File: config.mk
export PLATFORM = sky130hd
export DESIGN_NAME = multi_motor_pwm_generator_top_flat
export DESIGN_NICKNAME = d
export VERILOG_FILES = /design/src/mmpg_pkg.sv /design/src/mmpg_stream_if.sv /design/src/mmpg_scale.sv /design/src/mmpg_core.sv /design/src/multi_motor_pwm_generator_top.sv /design/src/flat_wrapper.sv
export SDC_FILE = /design/constraint.sdc
export NUM_CORES = 1
export LEC_CHECK = 0
export ABC_AREA = 1
export BUFFER_PORTS_ARGS = -buffer_cell sky130_fd_sc_hd__buf_2
export CAP_MARGIN = 30
export CELL_PAD_IN_SITES_DETAIL_PLACEMENT = 1
export CELL_PAD_IN_SITES_GLOBAL_PLACEMENT = 1
export CORE_ASPECT_RATIO = 1.75
export CORE_MARGIN = 5
export CORE_UTILIZATION = 43
export DETAILED_ROUTE_END_ITERATION = 8
export HOLD_SLACK_MARGIN = 0.06
export PLACE_DENSITY_LB_ADDON = 0.3
export REMOVE_ABC_BUFFERS = 1
export SETUP_SLACK_MARGIN = 0.4
export SLEW_MARGIN = 25
export SYNTH_ARGS = -nofsm -noshare
export SYNTH_HDL_FRONTEND = slang
export SYNTH_SLANG_ARGS = --single-unit
export TNS_END_PERCENT = 10
File: constraint.sdc
create_clock -name clk -period 6.5 [get_ports clk]
set_input_delay 0.65 -clock clk [delete_from_list [all_inputs] [get_ports clk]]
set_output_delay 0.65 -clock clk [all_outputs]
set_load 0.01 [all_outputs]
File: src/mmpg_pkg.sv
// shared types and constants of the multi-motor pwm generator
package mmpg_pkg;

    localparam int CAL_REGS  = 4;
    localparam int CAL_W     = 7;
    localparam int CFG_IDX_W = 2;
    localparam int PROD_W    = 14;
    localparam int MASK_W    = 4;

    localparam logic [1:0] OP_TICK      = 2'd0;
    localparam logic [1:0] OP_SET_SPEED = 2'd1;
    localparam logic [1:0] OP_STOP_ALL  = 2'd2;

    localparam logic [CAL_W-1:0] CAL_RESET  = 7'd127;
    localparam logic [CAL_W-1:0] CAL_SCALE  = 7'd127;
    localparam logic [7:0]       LEVEL_FULL = 8'd255;
    localparam logic [7:0]       LEVEL_BASE = 8'd65;
    localparam logic [7:0]       LEVEL_OFF  = 8'd0;
    localparam logic signed [7:0] SPEED_MIN     = -8'sd128;
    localparam logic signed [7:0] SPEED_MIN_CLP = -8'sd127;

    typedef struct packed {
        logic [1:0]        opcode;
        logic [1:0]        channel;
        logic signed [7:0] speed;
    } cmd_t;

    typedef struct packed {
        logic [MASK_W-1:0] enable_mask;
        logic [MASK_W-1:0] forward_mask;
        logic [MASK_W-1:0] backward_mask;
        logic              pwm_running;
    } res_t;

    // registered command after clamping and scaling
    typedef struct packed {
        logic [1:0]        opcode;
        logic [1:0]        channel;
        logic signed [7:0] speed;
        logic [PROD_W-1:0] product;
    } stage_t;

endpackage

File: src/mmpg_stream_if.sv
// valid/ready stream channel carrying one word
interface mmpg_stream_if #(parameter type word_t = logic);
    logic  valid;
    logic  ready;
    word_t data;

    modport source (output valid, output data, input ready);
    modport sink (input valid, input data, output ready);
endinterface

File: src/mmpg_scale.sv
// input stage: calibration registers, speed clamp and speed times calibration product
module mmpg_scale (
    input  logic                                clk,
    input  logic                                rst_n,
    input  mmpg_pkg::cmd_t                      cmd_word,
    input  logic                                load,
    input  logic                                adv,
    input  logic                                cfg_we,
    input  logic [mmpg_pkg::CFG_IDX_W-1:0]      cfg_index,
    input  logic [mmpg_pkg::CAL_W-1:0]          cfg_data,
    output logic                                stage_valid,
    output mmpg_pkg::stage_t                    stage_word
);

    logic [mmpg_pkg::CAL_W-1:0] cal_reg [mmpg_pkg::CAL_REGS];
    logic                       valid_reg;
    logic                       valid_next;
    mmpg_pkg::stage_t           word_reg;
    mmpg_pkg::stage_t           word_next;
    logic signed [7:0]          spd_clamped;
    logic [6:0]                 spd_mag;
    logic [7:0]                 spd_neg;

    always_comb
    begin
        spd_clamped = (cmd_word.speed == mmpg_pkg::SPEED_MIN) ?
                      mmpg_pkg::SPEED_MIN_CLP : cmd_word.speed;
        spd_neg     = 8'(-spd_clamped);
        spd_mag     = spd_clamped[7] ? spd_neg[6:0] : spd_clamped[6:0];

        word_next.opcode  = cmd_word.opcode;
        word_next.channel = cmd_word.channel;
        word_next.speed   = spd_clamped;
        word_next.product = mmpg_pkg::PROD_W'(spd_mag) *
                            mmpg_pkg::PROD_W'(cal_reg[cmd_word.channel]);

        if (load)
            valid_next = 1'b1;
        else if (adv)
            valid_next = 1'b0;
        else
            valid_next = valid_reg;
    end

    always_ff @(posedge clk or negedge rst_n)
    begin
        if (!rst_n)
        begin
            valid_reg <= 1'b0;
            for (int i = 0; i < mmpg_pkg::CAL_REGS; i++)
                cal_reg[i] <= mmpg_pkg::CAL_RESET;
        end
        else
        begin
            valid_reg <= valid_next;
            if (cfg_we)
                cal_reg[cfg_index] <= cfg_data;
        end
    end

    always_ff @(posedge clk)
    begin
        if (load)
            word_reg <= word_next;
    end

    assign stage_valid = valid_reg;
    assign stage_word  = word_reg;

endmodule

File: src/mmpg_core.sv
// channel state: duty levels, drive masks, pwm counter and their update per word
module mmpg_core #(
    parameter int NUM_CHANNELS = 4
) (
    input  logic             clk,
    input  logic             rst_n,
    input  logic             adv,
    input  mmpg_pkg::stage_t stage_word,
    output mmpg_pkg::res_t   result
);

    localparam int EXT_W = (NUM_CHANNELS > mmpg_pkg::MASK_W) ? NUM_CHANNELS : mmpg_pkg::MASK_W;

    logic [7:0]              cnt_reg, cnt_next;
    logic                    running_reg, running_next;
    logic signed [7:0]       speed_reg [NUM_CHANNELS];
    logic signed [7:0]       speed_next [NUM_CHANNELS];
    logic [7:0]              level_reg [NUM_CHANNELS];
    logic [7:0]              level_next [NUM_CHANNELS];
    logic [NUM_CHANNELS-1:0] en_reg, en_next;
    logic [NUM_CHANNELS-1:0] fwd_reg, fwd_next;
    logic [NUM_CHANNELS-1:0] bwd_reg, bwd_next;

    logic [20:0]             prod_x129;
    logic [6:0]              quo_est;
    logic [14:0]             rem_est;
    logic [6:0]              quo;
    logic [8:0]              quo_x3;
    logic [7:0]              lvl_new;
    logic [NUM_CHANNELS-1:0] chg;
    logic                    any_on;
    logic [EXT_W-1:0]        en_ext, fwd_ext, bwd_ext;

    // divide by 127: estimate with 129/2^14, then one correction step
    always_comb
    begin
        prod_x129 = (21'(stage_word.product) << 7) + 21'(stage_word.product);
        quo_est   = prod_x129[20:14];
        rem_est   = 15'(stage_word.product) + 15'(quo_est) - (15'(quo_est) << 7);
        quo       = (rem_est >= 15'(mmpg_pkg::CAL_SCALE)) ? 7'(quo_est + 7'd1) : quo_est;
        quo_x3    = 9'(quo) + (9'(quo) << 1);
        lvl_new   = 8'(quo_x3 >> 1) + mmpg_pkg::LEVEL_BASE;
    end

    always_comb
    begin
        cnt_next     = cnt_reg;
        running_next = running_reg;
        en_next      = en_reg;
        fwd_next     = fwd_reg;
        bwd_next     = bwd_reg;
        any_on       = 1'b0;
        chg          = '0;
        for (int i = 0; i < NUM_CHANNELS; i++)
        begin
            speed_next[i] = speed_reg[i];
            level_next[i] = level_reg[i];
        end

        case (stage_word.opcode)
            mmpg_pkg::OP_TICK:
            begin
                if (running_reg)
                begin
                    cnt_next = cnt_reg - 8'd1;
                    for (int i = 0; i < NUM_CHANNELS; i++)
                    begin
                        if (cnt_next == 8'd0)
                        begin
                            if (level_reg[i] != mmpg_pkg::LEVEL_FULL)
                                en_next[i] = 1'b0;
                        end
                        else if (level_reg[i] == cnt_next)
                            en_next[i] = 1'b1;
                    end
                end
            end
            mmpg_pkg::OP_SET_SPEED:
            begin
                for (int i = 0; i < NUM_CHANNELS; i++)
                    chg[i] = (int'(stage_word.channel) == i) &&
                             (speed_reg[i] != stage_word.speed);
                for (int i = 0; i < NUM_CHANNELS; i++)
                begin
                    if (chg[i])
                    begin
                        speed_next[i] = stage_word.speed;
                        if (stage_word.speed == 8'sd0)
                        begin
                            level_next[i] = mmpg_pkg::LEVEL_OFF;
                            en_next[i]    = 1'b0;
                            fwd_next[i]   = 1'b0;
                            bwd_next[i]   = 1'b0;
                        end
                        else
                        begin
                            level_next[i] = lvl_new;
                            en_next[i]    = 1'b1;
                            fwd_next[i]   = !stage_word.speed[7];
                            bwd_next[i]   = stage_word.speed[7];
                        end
                    end
                end
                for (int i = 0; i < NUM_CHANNELS; i++)
                    if (level_next[i] != mmpg_pkg::LEVEL_OFF)
                        any_on = 1'b1;
                if (|chg)
                begin
                    if (stage_word.speed == 8'sd0)
                    begin
                        if (!any_on)
                            running_next = 1'b0;
                    end
                    else if (lvl_new != mmpg_pkg::LEVEL_FULL && !running_reg)
                    begin
                        // start from a cleared counter and run the zero event now
                        cnt_next     = 8'd0;
                        running_next = 1'b1;
                        for (int i = 0; i < NUM_CHANNELS; i++)
                            if (level_next[i] != mmpg_pkg::LEVEL_FULL)
                                en_next[i] = 1'b0;
                    end
                end
            end
            mmpg_pkg::OP_STOP_ALL:
            begin
                running_next = 1'b0;
                en_next      = '0;
                fwd_next     = '0;
                bwd_next     = '0;
                for (int i = 0; i < NUM_CHANNELS; i++)
                begin
                    speed_next[i] = 8'sd0;
                    level_next[i] = mmpg_pkg::LEVEL_OFF;
                end
            end
            default:
            begin
                cnt_next = cnt_reg;
            end
        endcase
    end

    always_ff @(posedge clk or negedge rst_n)
    begin
        if (!rst_n)
        begin
            cnt_reg     <= 8'd0;
            running_reg <= 1'b0;
            en_reg      <= '0;
            fwd_reg     <= '0;
            bwd_reg     <= '0;
            for (int i = 0; i < NUM_CHANNELS; i++)
            begin
                speed_reg[i] <= 8'sd0;
                level_reg[i] <= mmpg_pkg::LEVEL_OFF;
            end
        end
        else if (adv)
        begin
            cnt_reg     <= cnt_next;
            running_reg <= running_next;
            en_reg      <= en_next;
            fwd_reg     <= fwd_next;
            bwd_reg     <= bwd_next;
            for (int i = 0; i < NUM_CHANNELS; i++)
            begin
                speed_reg[i] <= speed_next[i];
                level_reg[i] <= level_next[i];
            end
        end
    end

    always_comb
    begin
        en_ext               = EXT_W'(en_reg);
        fwd_ext              = EXT_W'(fwd_reg);
        bwd_ext              = EXT_W'(bwd_reg);
        result.enable_mask   = en_ext[mmpg_pkg::MASK_W-1:0];
        result.forward_mask  = fwd_ext[mmpg_pkg::MASK_W-1:0];
        result.backward_mask = bwd_ext[mmpg_pkg::MASK_W-1:0];
        result.pwm_running   = running_reg;
    end

endmodule

File: src/multi_motor_pwm_generator_top.sv
// top level of the multi-motor pwm generator
// Four-channel motor pwm driven by command words on the cmd channel (tick, set speed,
// stop all) with one status word per command on the res channel: the enable, forward
// and backward masks and the running flag as they stand after that command. The block
// takes one command word per clock cycle while res.ready holds; the first stage
// registers the command together with the clamped speed times calibration product
// (the one multiplier), the second divides by 127, forms the duty level and updates
// the channel state, whose registers are also the result word. Rate is set by that
// state update, which every command needs before the next one. The input stage keeps
// accepting while a status word waits for res.ready, and stalls only once both stages
// are full. The user must write the calibration registers through cfg_we, cfg_index and
// cfg_data only while the block is idle; the block does not enforce it. They reset to 127.
module multi_motor_pwm_generator_top #(
    parameter int NUM_CHANNELS = 4
) (
    input  logic                              clk,
    input  logic                              rst_n,
    mmpg_stream_if.sink                       cmd,
    mmpg_stream_if.source                     res,
    input  logic                              cfg_we,
    input  logic [mmpg_pkg::CFG_IDX_W-1:0]    cfg_index,
    input  logic [mmpg_pkg::CAL_W-1:0]        cfg_data
);

    // pipeline handshake
    logic             stage_valid;
    logic             load;
    logic             adv;
    logic             out_valid_reg;
    logic             out_valid_next;
    mmpg_pkg::stage_t stage_word;
    mmpg_pkg::res_t   result;

    // a staged word moves on when the result slot is free or being emptied
    assign adv       = stage_valid && (!out_valid_reg || res.ready);
    assign cmd.ready = !stage_valid || adv;
    assign load      = cmd.valid && cmd.ready;

    mmpg_scale u_scale (
        .clk         (clk),
        .rst_n       (rst_n),
        .cmd_word    (cmd.data),
        .load        (load),
        .adv         (adv),
        .cfg_we      (cfg_we),
        .cfg_index   (cfg_index),
        .cfg_data    (cfg_data),
        .stage_valid (stage_valid),
        .stage_word  (stage_word)
    );

    // state registers double as the result register
    mmpg_core #(
        .NUM_CHANNELS (NUM_CHANNELS)
    ) u_core (
        .clk        (clk),
        .rst_n      (rst_n),
        .adv        (adv),
        .stage_word (stage_word),
        .result     (result)
    );

    always_comb
    begin
        if (adv)
            out_valid_next = 1'b1;
        else if (res.ready)
            out_valid_next = 1'b0;
        else
            out_valid_next = out_valid_reg;
    end

    always_ff @(posedge clk or negedge rst_n)
    begin
        if (!rst_n)
            out_valid_reg <= 1'b0;
        else
            out_valid_reg <= out_valid_next;
    end

    assign res.valid = out_valid_reg;
    assign res.data  = result;

    // a channel never drives both directions
    a_dir_exclusive: assert property (@(posedge clk) disable iff (!rst_n)
        (result.forward_mask & result.backward_mask) == '0)
        else $error("forward and backward both set on a channel");

    // an enabled channel always has a direction
    a_enable_has_dir: assert property (@(posedge clk) disable iff (!rst_n)
        (result.enable_mask & ~(result.forward_mask | result.backward_mask)) == '0)
        else $error("channel enabled without direction");

    // a staged word with a free result slot lands in the result register next cycle
    a_stage_moves: assert property (@(posedge clk) disable iff (!rst_n)
        (stage_valid && !out_valid_reg) |=> out_valid_reg)
        else $error("staged word did not reach result register");

    // a word is taken at the input only if the stage is free or moving on
    a_no_overrun: assert property (@(posedge clk) disable iff (!rst_n)
        (cmd.valid && cmd.ready && stage_valid) |-> adv)
        else $error("input stage overwritten");

endmodule

File: src/flat_wrapper.sv
// flat-port wrapper written by rule: the top's interface ports become plain ports
module multi_motor_pwm_generator_top_flat 
#(
    parameter int NUM_CHANNELS = 4
)
  (clk, rst_n, cfg_we, cfg_index, cfg_data, cmd_valid, cmd_data, cmd_ready, res_valid, res_data, res_ready);
  mmpg_stream_if #(.word_t(mmpg_pkg::cmd_t)) cmd_i ();
  mmpg_stream_if #(.word_t(mmpg_pkg::res_t)) res_i ();
  input  logic clk;
  input  logic rst_n;
  input  logic cfg_we;
  input  logic [mmpg_pkg::CFG_IDX_W-1:0] cfg_index;
  input  logic [mmpg_pkg::CAL_W-1:0] cfg_data;
  input wire logic [$bits(cmd_i.valid)-1:0] cmd_valid;
  input wire logic [$bits(cmd_i.data)-1:0] cmd_data;
  output wire logic [$bits(cmd_i.ready)-1:0] cmd_ready;
  output wire logic [$bits(res_i.valid)-1:0] res_valid;
  output wire logic [$bits(res_i.data)-1:0] res_data;
  input wire logic [$bits(res_i.ready)-1:0] res_ready;
  assign cmd_i.valid = cmd_valid;
  assign cmd_i.data = cmd_data;
  assign cmd_ready = cmd_i.ready;
  assign res_valid = res_i.valid;
  assign res_data = res_i.data;
  assign res_i.ready = res_ready;
  multi_motor_pwm_generator_top #(.NUM_CHANNELS(NUM_CHANNELS)) u_core (.clk(clk), .rst_n(rst_n), .cmd(cmd_i), .res(res_i), .cfg_we(cfg_we), .cfg_index(cfg_index), .cfg_data(cfg_data));
endmodule
==> flow_summary.json <==
{
  "cts_num_sinks": 141,
  "die_w_um": 131,
  "vias": 11100,
  "hold_path_class": "in -> async",
  "clkTransAtPathRegs_ns": 0.07,
  "crit_arrival_ns": 7.62,
  "dr.pass1.iters": 5,
  "clock-skew-final_ns": 0.0133,
  "die_y_um": 221,
  "slowest_stage": "edfxtp_1",
  "crit_path_start": "u_core.u_scale.stage_word[1]",
  "synth.avg_cell_area_um2": 7.42,
  "cts_hold_buf": 0,
  "hold_viol": 0,
  "cpPeakStageDelay_ns": 0.40,
  "drc": 0,
  "port_buffers": 40,
  "worst_pin_slew_ns": 0.874,
  "yosysSeqAreaShare_pct": 33.7,
  "grt_pass1_vias": 11800,
  "layout_setup_ws_ns": -0.776,
  "setup_tns_ns": -10.26,
  "critPathLaunchType": "register",
  "rows": 77,
  "root_buffer": "clkbuf_16",
  "layout-drive-gt1-share_pct": 27.1,
  "drt_iter0_drc": 603,
  "viasPerCell": 5.68,
  "synth_ff_type": "dfrtp_1",
  "synth-edff-count": 26,
  "synth_area_mm2": 0.0110,
  "drv_slew": 0,
  "cts_buffers": 17,
  "grt_pass1_wl_um": 59500,
  "final_nets": 1762,
  "die_area_mm2": 0.0289,
  "violations": "setup timing",
  "io_pins": 41,
  "cts.path.max_buffers": 2,
  "crit_path_max_fanout": 5,
  "status": "complete, but fails checks",
  "synth_largest_area_cell": "dfrtp_1",
  "cts_tree": "done",
  "fillers": 3104,
  "ys_ff_latch": 141,
  "relSlewSlack_pct": 41.2,
  "grt_max_degree": 65,
  "reg2reg_from": "u_core.u_scale.stage_word[1]",
  "critical_path_required_ns": 6.84,
  "grt_overflow_total": 0,
  "netlist-cell-type-count": 53,
  "yosys-top-cells-area": "dfrtp_1 (20%), nand2_1 (14%), ha_1 (9.5%)",
  "layout_min_cycle_time_ns": 7.28,
  "grt_use_total_pct": 26.2,
  "cts-htree-levels": 4,
  "antenna_left": 0,
  "post-dp-hpwl_um": 27500,
  "wl_per_cell_um": 21.3,
  "cap_violations": 0,
  "core_area_mm2": 0.0252,
  "netlist_instances": 1479,
  "crit_type": "reg -> reg",
  "setup_viol_count_final": 24,
  "drt_wl_total_um": 41700,
  "fin_util_pct": 55.2,
  "ys_warn_count": 0,
  "cp-end-kind": "register",
  "initial_utilization_pct": 43.5,
  "syn_to_final_growth_pct": 26.9,
  "fin_crit_sh_pct": 112,
  "fmax_mhz": 137,
  "place_congestion": 0.917,
  "grt_setup_unrepaired": "true",
  "cpMostUsedCell": "nand2_1",
  "antenna_found_initial": 0,
  "synth_top_area_share_pct": 19.8,
  "clock_latency_ns": 0.45,
  "async_flop_share_pct": 81.6,
  "n_antenna_cell": 0
}
-- area by class of cell --
type	instances	area, µm²	area share [%]
multi-input cells	1070	7170	51.5
flip-flops and latches	141	3690	26.5
repair buffers	166	1210	8.71
inverters	232	873	6.27
clock buffers	18	429	3.08
well taps	316	395	2.84
clock inverters	14	146	1.05
-- synth_stat cells, types with 2 or more instances --
master and n:
o41ai_1 3, dfstp_2 28, o21ai_0 103, buf_2 9, fa_1 25, clkbuf_1 24, nand4_1 26, o2111ai_1 3
or2_2 14, a31oi_1 5, and2_1 3, dfrtp_1 87, a21oi_1 49, clkinv_1 4, nor2_2 3, ha_1 83
o21ai_1 6, xnor2_1 18, o21ai_2 8, nand2_2 10, nand4_2 2, nand3_2 5, inv_2 4, inv_1 224
nor3_1 12, nor2_1 109, edfxtp_1 26, xor2_1 51, nand3_1 75, o22ai_1 23, nor4_1 10, nand2_1 404
or2_1 2, and3_1 2
-- cells in the final DEF, fill, tap and decap left out, types with 5 or more instances in the layout --
master and instances:
a21oi_2 10, nand2_1 361, buf_2 39, nand2_2 43
dfstp_2 28, buf_6 5, edfxtp_1 26, nand4_1 26
dfrtp_1 87, nor2_4 7, nand3_2 12, o22ai_1 21
nand3_1 62, o21ai_0 85, inv_1 204, buf_4 119
ha_1 59, nand2_4 10, nor2_2 12, o21ai_1 6
o21ai_2 25, nor4_1 9, xor2_1 46, fa_1 24
inv_6 5, inv_2 23, nor3_1 11, nor2_1 94
ha_4 20, clkbuf_16 17, or2_2 13, xnor2_2 6
nand3_4 7, xnor2_1 12, a21oi_1 38
-- final timing paths --
check	end	slack (ns)	depth (start not counted)
max	u_core.u_core.running_reg	-0.78	51
min	u_core.u_core.fwd_ext[2]	0.30	1
max reg2reg	u_core.u_core.running_reg	-0.78	51
min reg2reg	u_core.u_core.bwd_ext[1]	0.48	2
max in group asynchronous	u_core.u_scale.stage_valid	5.03	2
min in group clk	u_core.u_scale.stage_word[24]	0.37	1
-- metal layers --
layer  GRT usage [%]  routed length (µm)
met1            25.9               14300
met4            14.0                2890
met3            3.91                1680
met2            50.2               22800
met5               0                   0
-- critical path, delay by kind of cell (launching register included) --
kind | cells | cell delay [ns]
and+or+nand+nor | 33 | 3.51
AOI/OAI and AO/OA | 4 | 0.67
adders and majority gates | 5 | 1.53
DFF | 1 | 0.40
buffers and inverters | 7 | 0.53
xor gates and xnor gates | 2 | 0.50
-- kinds of logic after synthesis --
| logic type | synth area share (%) |
|---|---|
| AOI/OAI and AO/OA | 10.7 |
| adders and majority gates | 14.0 |
| and+or+nand+nor | 26.7 |
| buffers and inverters | 9.37 |
| DFF | 33.7 |
| xor gates and xnor gates | 5.51 |
-- stage by stage --
stage	worst slack, ns	area (µm²)	hold WS, ns	cells
after floorplan	0.0824	10800	0.354	1443
after global placement	-0.267	12200	0.456	1896
after detailed placement	-0.544	12200	0.464	1896
after CTS	-0.0899	13300	0.323	1939
after global routing	-1.04	13900	0.365	1957
final	-0.776	13900	0.303	1957
-- what timing repair did --
item / in CTS / in global routing
resized for setup: 114 / 112
cloned: 1 / 0
buffers inserted: 10 / 18
pin swaps: 42 / 59
endpoints found under the setup margin: 34 / 44
Power is not shown: default switching activity piles up to over one toggle a cycle in this logic, so the estimate is an artifact.
